`src/agc_pkg.sv`:
```
package agc_pkg;

  localparam int SAMPLE_W  = 8;
  localparam int BAND_W    = 7;
  localparam int SPAN_W    = 8;
  localparam int SUM_W     = 22;
  localparam int GAIN_W    = 15;
  localparam int CFG_IDX_W = 2;
  localparam int CFG_DAT_W = 8;

  // quotient bits produced by the divider, one per cycle
  localparam int DIV_STEPS = GAIN_W;
  localparam int DIV_CNT_W = $clog2(DIV_STEPS);

  localparam logic [CFG_IDX_W-1:0] CFG_MID_LEVEL   = 2'd0;
  localparam logic [CFG_IDX_W-1:0] CFG_BAND        = 2'd1;
  localparam logic [CFG_IDX_W-1:0] CFG_TARGET_SPAN = 2'd2;

  localparam logic [SAMPLE_W-1:0] MID_LEVEL_RST   = 8'd128;
  localparam logic [BAND_W-1:0]   BAND_RST        = 7'd60;
  localparam logic [SPAN_W-1:0]   TARGET_SPAN_RST = 8'd160;

  typedef struct packed {
    logic acc;    // item accepted: classify and accumulate
    logic mul1;   // cross products and span*high_count
    logic mul2;   // level difference and full numerator
    logic chk;    // range check
    logic prep1;  // scale by 251 and 500
    logic prep2;  // load divider
    logic div;    // one quotient bit
    logic fin;    // latch result, clear accumulators
  } agc_cmd_t;

  typedef struct packed {
    logic ok;
  } agc_sts_t;

endpackage

```
`src/agc_ctrl.sv`:
```
module agc_ctrl
  import agc_pkg::*;
(
  input  logic     clk,
  input  logic     rst_n,
  input  logic     start,
  input  logic     in_last,
  input  agc_sts_t sts,
  output agc_cmd_t cmd,
  output logic     busy,
  output logic     out_valid
);

  typedef enum logic [2:0] {
    ST_IDLE,
    ST_MUL1,
    ST_MUL2,
    ST_CHK,
    ST_PREP1,
    ST_PREP2,
    ST_DIV,
    ST_DONE
  } state_t;

  state_t                 state_r, state_nxt;
  logic [DIV_CNT_W-1:0]   div_cnt_r, div_cnt_nxt;
  logic                   out_valid_r;
  logic                   accept;

  assign busy      = (state_r != ST_IDLE);
  assign accept    = start && !busy;
  assign out_valid = out_valid_r;

  always_comb begin
    state_nxt   = state_r;
    div_cnt_nxt = div_cnt_r;
    cmd         = '0;
    case (state_r)
      ST_IDLE: begin
        cmd.acc = accept;
        if (accept && in_last) state_nxt = ST_MUL1;
      end
      ST_MUL1: begin
        cmd.mul1  = 1'b1;
        state_nxt = ST_MUL2;
      end
      ST_MUL2: begin
        cmd.mul2  = 1'b1;
        state_nxt = ST_CHK;
      end
      ST_CHK: begin
        cmd.chk   = 1'b1;
        state_nxt = ST_PREP1;
      end
      ST_PREP1: begin
        cmd.prep1 = 1'b1;
        state_nxt = sts.ok ? ST_PREP2 : ST_DONE;
      end
      ST_PREP2: begin
        cmd.prep2   = 1'b1;
        div_cnt_nxt = '0;
        state_nxt   = ST_DIV;
      end
      ST_DIV: begin
        cmd.div     = 1'b1;
        div_cnt_nxt = div_cnt_r + 1'b1;
        if (div_cnt_r == DIV_CNT_W'(DIV_STEPS - 1)) state_nxt = ST_DONE;
      end
      ST_DONE: begin
        cmd.fin   = 1'b1;
        state_nxt = ST_IDLE;
      end
      default: begin
        state_nxt = ST_IDLE;
      end
    endcase
  end

  always_ff @(posedge clk) begin
    if (!rst_n) begin
      state_r     <= ST_IDLE;
      div_cnt_r   <= '0;
      out_valid_r <= 1'b0;
    end else begin
      state_r     <= state_nxt;
      div_cnt_r   <= div_cnt_nxt;
      out_valid_r <= (state_r == ST_DONE);
    end
  end

  // a result strobe is never held high back to back
  a_strobe_single: assert property (@(posedge clk) disable iff (!rst_n)
    out_valid |=> !out_valid)
    else $error("result strobe held for two cycles");

  // the last item of a set starts the computation
  a_last_starts: assert property (@(posedge clk) disable iff (!rst_n)
    (start && !busy && in_last) |=> busy)
    else $error("last item did not start computation");

  // ordinary items stream without stalling
  a_stream: assert property (@(posedge clk) disable iff (!rst_n)
    (start && !busy && !in_last) |=> !busy)
    else $error("non-last item stalled the block");

  a_div_bound: assert property (@(posedge clk) disable iff (!rst_n)
    (state_r == ST_DIV) |-> (div_cnt_r <= DIV_CNT_W'(DIV_STEPS - 1)))
    else $error("divider step count overran");

endmodule

```
`src/agc_datapath.sv`:
```
module agc_datapath
  import agc_pkg::*;
#(
  parameter int MAX_SAMPLES = 16384
) (
  input  logic                  clk,
  input  logic                  rst_n,
  input  agc_cmd_t              cmd,
  output agc_sts_t              sts,
  input  logic [SAMPLE_W-1:0]   in_sample,
  input  logic                  cfg_valid,
  input  logic [CFG_IDX_W-1:0]  cfg_index,
  input  logic [CFG_DAT_W-1:0]  cfg_data,
  output logic [GAIN_W-1:0]     out_gain,
  output logic                  out_error
);

  localparam int CNT_LIM  = (MAX_SAMPLES < 32767) ? MAX_SAMPLES : 32767;
  localparam int CNT_W    = $clog2(CNT_LIM + 1);
  localparam int A_W      = SUM_W + CNT_W;
  localparam int D_W      = A_W;
  localparam int TP_W     = SPAN_W + CNT_W;
  localparam int P_W      = TP_W + CNT_W;
  localparam int CK_W     = ((P_W + 1) > (D_W + 2)) ? (P_W + 1) : (D_W + 2);
  localparam int P251_W   = P_W + 8;
  localparam int M_W      = D_W + 9;
  localparam int DV_W     = ((P251_W + 16) > (M_W + DIV_STEPS - 1)) ?
                            (P251_W + 16) : (M_W + DIV_STEPS - 1);

  logic [SAMPLE_W-1:0] mid_r;
  logic [BAND_W-1:0]   band_r;
  logic [SPAN_W-1:0]   span_r;

  logic [SUM_W-1:0]    hs_r, ls_r;
  logic [CNT_W-1:0]    hc_r, lc_r;

  logic [A_W-1:0]      a_r, b_r;
  logic [TP_W-1:0]     tp_r;
  logic [D_W-1:0]      d_r;
  logic [P_W-1:0]      p_r;
  logic                ok_r;
  logic [P251_W-1:0]   p251_r;
  logic [M_W-1:0]      m_r;
  logic [DV_W-1:0]     rem_r, msh_r;
  logic [GAIN_W-1:0]   q_r;
  logic [GAIN_W-1:0]   gain_r;
  logic                err_r;

  logic [SAMPLE_W:0]   hi_th, lo_sum;
  logic                is_hi, is_lo;
  logic [SUM_W:0]      hs_add, ls_add;
  logic                hs_take, ls_take;
  logic [A_W-1:0]      a_mul, b_mul;
  logic [TP_W-1:0]     tp_mul;
  logic [P_W-1:0]      p_mul;
  logic [CK_W-1:0]     two_p, d_ext, three_d;

  // high: sample > mid + band, low: sample + band < mid
  assign hi_th  = {1'b0, mid_r} + {2'b0, band_r};
  assign lo_sum = {1'b0, in_sample} + {2'b0, band_r};
  assign is_hi  = {1'b0, in_sample} > hi_th;
  assign is_lo  = lo_sum < {1'b0, mid_r};

  // a class is full when its count hits the limit or the sum would overflow
  assign hs_add  = {1'b0, hs_r} + {{(SUM_W - SAMPLE_W + 1){1'b0}}, in_sample};
  assign ls_add  = {1'b0, ls_r} + {{(SUM_W - SAMPLE_W + 1){1'b0}}, in_sample};
  assign hs_take = cmd.acc && is_hi && (hc_r < CNT_W'(CNT_LIM)) && !hs_add[SUM_W];
  assign ls_take = cmd.acc && !is_hi && is_lo && (lc_r < CNT_W'(CNT_LIM)) &&
                   !ls_add[SUM_W];

  assign a_mul  = hs_r * lc_r;
  assign b_mul  = ls_r * hc_r;
  assign tp_mul = span_r * hc_r;
  assign p_mul  = tp_r * lc_r;

  assign two_p   = CK_W'(p_r) << 1;
  assign d_ext   = CK_W'(d_r);
  assign three_d = d_ext + (d_ext << 1);

  assign sts.ok    = ok_r;
  assign out_gain  = gain_r;
  assign out_error = err_r;

  always_ff @(posedge clk) begin
    if (!rst_n) begin
      mid_r  <= MID_LEVEL_RST;
      band_r <= BAND_RST;
      span_r <= TARGET_SPAN_RST;
    end else if (cfg_valid) begin
      case (cfg_index)
        CFG_MID_LEVEL:   mid_r  <= cfg_data;
        CFG_BAND:        band_r <= cfg_data[BAND_W-1:0];
        CFG_TARGET_SPAN: span_r <= cfg_data;
        default: ;
      endcase
    end
  end

  always_ff @(posedge clk) begin
    if (!rst_n) begin
      hs_r <= '0;
      hc_r <= '0;
      ls_r <= '0;
      lc_r <= '0;
    end else if (cmd.fin) begin
      hs_r <= '0;
      hc_r <= '0;
      ls_r <= '0;
      lc_r <= '0;
    end else begin
      if (hs_take) begin
        hs_r <= hs_add[SUM_W-1:0];
        hc_r <= hc_r + 1'b1;
      end
      if (ls_take) begin
        ls_r <= ls_add[SUM_W-1:0];
        lc_r <= lc_r + 1'b1;
      end
    end
  end

  always_ff @(posedge clk) begin
    if (cmd.mul1) begin
      a_r  <= a_mul;
      b_r  <= b_mul;
      tp_r <= tp_mul;
    end
    if (cmd.mul2) begin
      d_r <= (a_r > b_r) ? (a_r - b_r) : '0;
      p_r <= p_mul;
    end
    if (cmd.chk) begin
      ok_r <= (hc_r != '0) && (lc_r != '0) && (d_r != '0) &&
              (two_p >= d_ext) && (two_p <= three_d);
    end
    // 251 = 256 - 4 - 1, 500 = 512 - 8 - 4
    if (cmd.prep1) begin
      p251_r <= (P251_W'(p_r) << 8) - (P251_W'(p_r) << 2) - P251_W'(p_r);
      m_r    <= (M_W'(d_r) << 9) - (M_W'(d_r) << 3) - (M_W'(d_r) << 2);
    end
    // numerator p*251*2^15 + 250*d, divisor 500*d, quotient below 2^15
    if (cmd.prep2) begin
      rem_r <= (DV_W'(p251_r) << 15) + DV_W'(m_r >> 1);
      msh_r <= DV_W'(m_r) << (DIV_STEPS - 1);
      q_r   <= '0;
    end
    if (cmd.div) begin
      if (rem_r >= msh_r) begin
        rem_r <= rem_r - msh_r;
        q_r   <= {q_r[GAIN_W-2:0], 1'b1};
      end else begin
        q_r   <= {q_r[GAIN_W-2:0], 1'b0};
      end
      msh_r <= msh_r >> 1;
    end
    if (cmd.fin) begin
      gain_r <= ok_r ? q_r : '0;
      err_r  <= !ok_r;
    end
  end

endmodule

```
`src/adc_gain_calibrator_core.sv`:
```
// ADC gain calibrator.
// Input channel: an item (in_sample, in_last) is taken at a rising edge where
// start is high and busy is low. Items without in_last are classified and
// summed in the cycle they are taken, so they stream at one per cycle.
// The item with in_last ends a calibration set: busy rises and the block
// forms the cross products, checks the gain range and runs a restoring
// divider that yields one quotient bit per cycle. out_valid pulses for one
// cycle once the result is latched after the divider (after the range check
// on an error), with out_gain in unsigned Q0.15 and out_error. busy drops in
// the cycle out_valid rises, so the next set can start at once.
// The result cannot be held off: it must be taken in its strobe cycle.
// Configuration: cfg_index/cfg_data written when cfg_valid is high; cfg_ready
// is always high. Write only while the block is idle.
// Reset (rst_n low, synchronous) restores mid_level 128, band 60,
// target_span 160 and clears both sums and counts.
module adc_gain_calibrator_core
  import agc_pkg::*;
#(
  parameter int MAX_SAMPLES = 16384
) (
  input  logic                  clk,
  input  logic                  rst_n,
  input  logic                  start,
  output logic                  busy,
  input  logic [SAMPLE_W-1:0]   in_sample,
  input  logic                  in_last,
  output logic                  out_valid,
  output logic [GAIN_W-1:0]     out_gain,
  output logic                  out_error,
  input  logic                  cfg_valid,
  output logic                  cfg_ready,
  input  logic [CFG_IDX_W-1:0]  cfg_index,
  input  logic [CFG_DAT_W-1:0]  cfg_data
);

  agc_cmd_t cmd;
  agc_sts_t sts;

  assign cfg_ready = 1'b1;

  agc_ctrl u_ctrl (
    .clk       (clk),
    .rst_n     (rst_n),
    .start     (start),
    .in_last   (in_last),
    .sts       (sts),
    .cmd       (cmd),
    .busy      (busy),
    .out_valid (out_valid)
  );

  agc_datapath #(
    .MAX_SAMPLES (MAX_SAMPLES)
  ) u_datapath (
    .clk       (clk),
    .rst_n     (rst_n),
    .cmd       (cmd),
    .sts       (sts),
    .in_sample (in_sample),
    .cfg_valid (cfg_valid),
    .cfg_index (cfg_index),
    .cfg_data  (cfg_data),
    .out_gain  (out_gain),
    .out_error (out_error)
  );

endmodule
```
`config.mk`:
```
export PLATFORM = sky130hd
export DESIGN_NAME = adc_gain_calibrator_core
export DESIGN_NICKNAME = d
export VERILOG_FILES = /design/src/agc_pkg.sv /design/src/agc_ctrl.sv /design/src/agc_datapath.sv /design/src/adc_gain_calibrator_core.sv
export SDC_FILE = /design/constraint.sdc
export NUM_CORES = 2
export LEC_CHECK = 0
export BUFFER_PORTS_ARGS = -buffer_cell sky130_fd_sc_hd__buf_2
export CAP_MARGIN = 5
export CORE_MARGIN = 5
export CORE_UTILIZATION = 45
export DETAILED_ROUTE_END_ITERATION = 10
export PLACE_DENSITY = 0.68
export REMOVE_ABC_BUFFERS = 1
export SYNTH_ARGS = -nofsm -noshare
export SYNTH_HDL_FRONTEND = slang
export SYNTH_SLANG_ARGS = --single-unit
```
`constraint.sdc`:
```
create_clock -name clk -period 9.4 [get_ports clk]
set_input_delay 1.88 -clock clk [delete_from_list [all_inputs] [get_ports clk]]
set_output_delay 1.88 -clock clk [all_outputs]
set_load 0.1 [all_outputs]
```
==> metrics.txt <==
Rows=146; M3 GR Usage=around 3.0%; Hold Crit Depth=2; maximum clock rate=between 100 and 150 MHz; drt first pass iters=6; total CTS buffers=66; YS warnings=0; post-synthesis cell area=between 70,000 and 80,000 um^2; final instance area=approximately 76,000 um^2; CORE AREA=about 160,000 um^2; Die W=between 400 and 500 um; #FFs+latches synth=between 500 and 600; Crit Path Class=flip-flop to flip-flop; Sum Neg Setup Slack=0 ns; P_leak=about 0.036 uW; Starting Density=about 45%; post-route minimum period=slightly below 8 ns; max-capacitance violation count=0; CP endpoint kind=flip-flop; crit path DAT=between 8 and 9 ns; Synth top cells by count=inv_1 (1,218), fa_1 (933), nand2_1 (906); fin. max-slew vios=0; number of global-route vias before repair=between 50,000 and 60,000; GR Layer Usage met2=between 30% and 40%; crit path from=u_datapath.hc_r[7]; Yosys cell types=about 90; largest net degree at the start of global routing=83; # Post-CTS Setup Buffers=0; Mapped Avg Cell Area=~9.1 um^2; relative slew slack=around 13%; Post-synth EDFFs=354; IO buf count=40; dpl hpwl=between 100 and 150 mm; PD cells=around 140 nW/um^2; initial drt markers=approximately 3,600; clk_lat worst skew=about 0.68 ns; Ports=42; GRT Util Overall=between 20% and 30%; Most Crowded Layer GR=met2; drt wl/cell=~19 um; Final Skew=about 0.036 ns; CTS H-tree lvls=3; endpoints failing hold=0; fraction of layout cells with a size suffix above 1=around 3.5%; Reg2Reg Depth=22; Final #Nets=between 9,000 and 10,000; period utilisation layout=about 83%; ys async rst share=0%; Reg-to-Reg Start=u_datapath.hc_r[7]; Slew @ Worst Pin=between 1 and 1.5 ns; total number of vias=roughly 54,000; cts hold-fix bufs=0; CP Max Fanout=27; final setup violation count=0; R2R Setup Slk=~1.6 ns; CTS Root Cell=clkbuf_16; first-pass GRT wire length=304 mm; Worst Min Path Start=u_datapath.rem_r[0]; # DRC=0; Post-Route WL=about 190 mm; FF/Latch Area=between 10,000 and 15,000 um^2; cell count after synthesis=a little under 8,000; worst r2r dst=u_datapath.b_r[35]; Worst VDD drop=0.000148 V; post-CTS sizing=0; top-area cell type share of the netlist area=around a quarter; met1 Resource Use GR=approximately 30%; CTS tree=done; vias per cell=approximately 5.5; initial antenna violation count=5; GPL Wtd Cong=about 0.93; Die Y=about 400 um; post-route ant nets=0; Area Growth Syn to Fin=6.17%; unrepaired setup endpoints after global routing=false; biggest area consumer among synthesized cells=fa_1; Sink Count=521; Worst setup SP type=flip-flop; Die ar.=168,000 um^2; area taken by multi-input logic gates=~52,000 um^2; Hold EP=u_datapath.rem_r[0]; Main synth FF type=edfxtp_1; status=finished, final reports clean; Worst-path clk slew=0.06 ns; CP required=between 9 and 10 ns; Placed Area=around 74,000 um^2; Max clock buf depth=3; fill cell count=between 10,000 and 15,000; grt ovf=0; most common cell in the netlist=inv_1; Worst Hold Class=flip-flop to flip-flop; largest cells by area after synthesis=fa_1 (26%), edfxtp_1 (15%), ha_1 (13%); sequential cell area fraction in the yosys report=just under 20%
[cell usage in the layout, fill, tap and decap left out, types with 40 or more instances in the layout]
cell type,synthesis,layout
o21bai_1,65,65
a211oi_1,45,45
buf_4,3,65
edfxtp_1,354,354
a31oi_1,42,42
nand2b_1,57,57
dfxtp_1,167,164
a21oi_1,398,398
nor2b_1,68,68
ha_1,760,760
buf_2,13,40
nand2_1,906,904
clkbuf_16,0,68
nand3_1,106,106
xor2_1,152,152
inv_1,1218,1218
a21o_1,215,215
and3_1,50,50
nor2_1,385,385
o21ai_0,242,242
nor3_1,68,67
o21a_1,53,53
and2_1,583,583
fa_1,933,933
xnor2_1,259,259
nand4_1,73,73
[stage by stage]
step	hold slack, ns	total power (uW)	instances	utilization [%]	worst slack, ns
after floorplan	0.444	6450	7560	-	1.16
after global placement	0.455	7450	9737	46.6	1.80
after detailed placement	0.461	7540	9737	46.6	1.62
after CTS	0.476	10300	9858	48.1	1.60
after global routing	0.495	11000	9858	48.1	1.23
final	0.471	10300	9859	48.1	1.56
[routing by layer]
metal | up-vias | part of all wire, %
li1 | 25300 | -
met1 | 26900 | 44
met2 | 1492 | 48
met3 | 321 | 5.2
met4 | 2 | 3.2
met5 | - | 0.0070
[worst max-delay path, cell delays in order, from the launching register on]
cell	delay, ns
dfxtp_1	1.13
nand2_1	0.18
fa_1	0.53
fa_1	0.52
inv_1	0.05
fa_1	0.49
fa_1	0.53
fa_1	0.55
inv_1	0.06
fa_1	0.52
inv_1	0.04
ha_1	0.37
a21o_1	0.23
a21o_1	0.17
a211oi_1	0.21
o21ai_1	0.14
a21o_1	0.19
a21oi_1	0.29
o31ai_1	0.18
o41ai_2	0.38
o21ai_1	0.30
a21oi_1	0.31
o221ai_1	0.17
[final cells by class]
type	instances	share of cell area, %
antenna	1	0.00328
inverter	1219	6.00
timing repair buffer	105	0.903
clock inverter	42	0.693
multi-input combinational	5820	68.3
tap	2072	3.40
sequential	521	18.3
clock buffer	79	2.34
[power by group]
part	internal, uW	switching [uW]	leakage, uW
combinational	1830	2550	0.0300
sequential	2840	337	0.00468
clock	1630	1120	0.00113
total	6300	4010	0.0359
[worst max-delay path by stage]
| stage | endpoint | slack (ns) |
|---|---|---|
| 6_report | u_datapath.b_r[35] | 1.56 |
| 5_1_grt | u_datapath.b_r[36] | 1.23 |
| 4_1_cts | u_datapath.b_r[35] | 1.60 |
| 3_5_place_dp | u_datapath.b_r[31] | 1.62 |
| 3_3_place_gp | u_datapath.b_r[31] | 1.80 |
| 2_1_floorplan | u_datapath.a_r[0] | 1.16 |
[flip-flops by register name (all words and copies together), names as in the netlist, 22 cells and up]
signal             count
u_datapath.hs_r       22
u_datapath.msh_r      60
u_datapath.p_r        38
u_datapath.tp_r       23
u_datapath.b_r        37
u_datapath.p251_r     46
u_datapath.a_r        37
u_datapath.rem_r      62
u_datapath.ls_r       22
u_datapath.d_r        37
u_datapath.m_r        44
[cell families after synthesis]
group                    Yosys count  share of synthesized area, %
flip-flops                       521                          19.5
adder cells (fa/ha/maj)         1693                          39.3
XOR/XNOR                         411                          5.01
multiplexers                      33                         0.462
other                              1                       0.00522
AO/OA/AOI/OAI                   1278                          11.4
buffers and inverters           1536                          8.07
AND/OR/NAND/NOR                 2404                          16.3
Power figures use the tool's default switching activity.
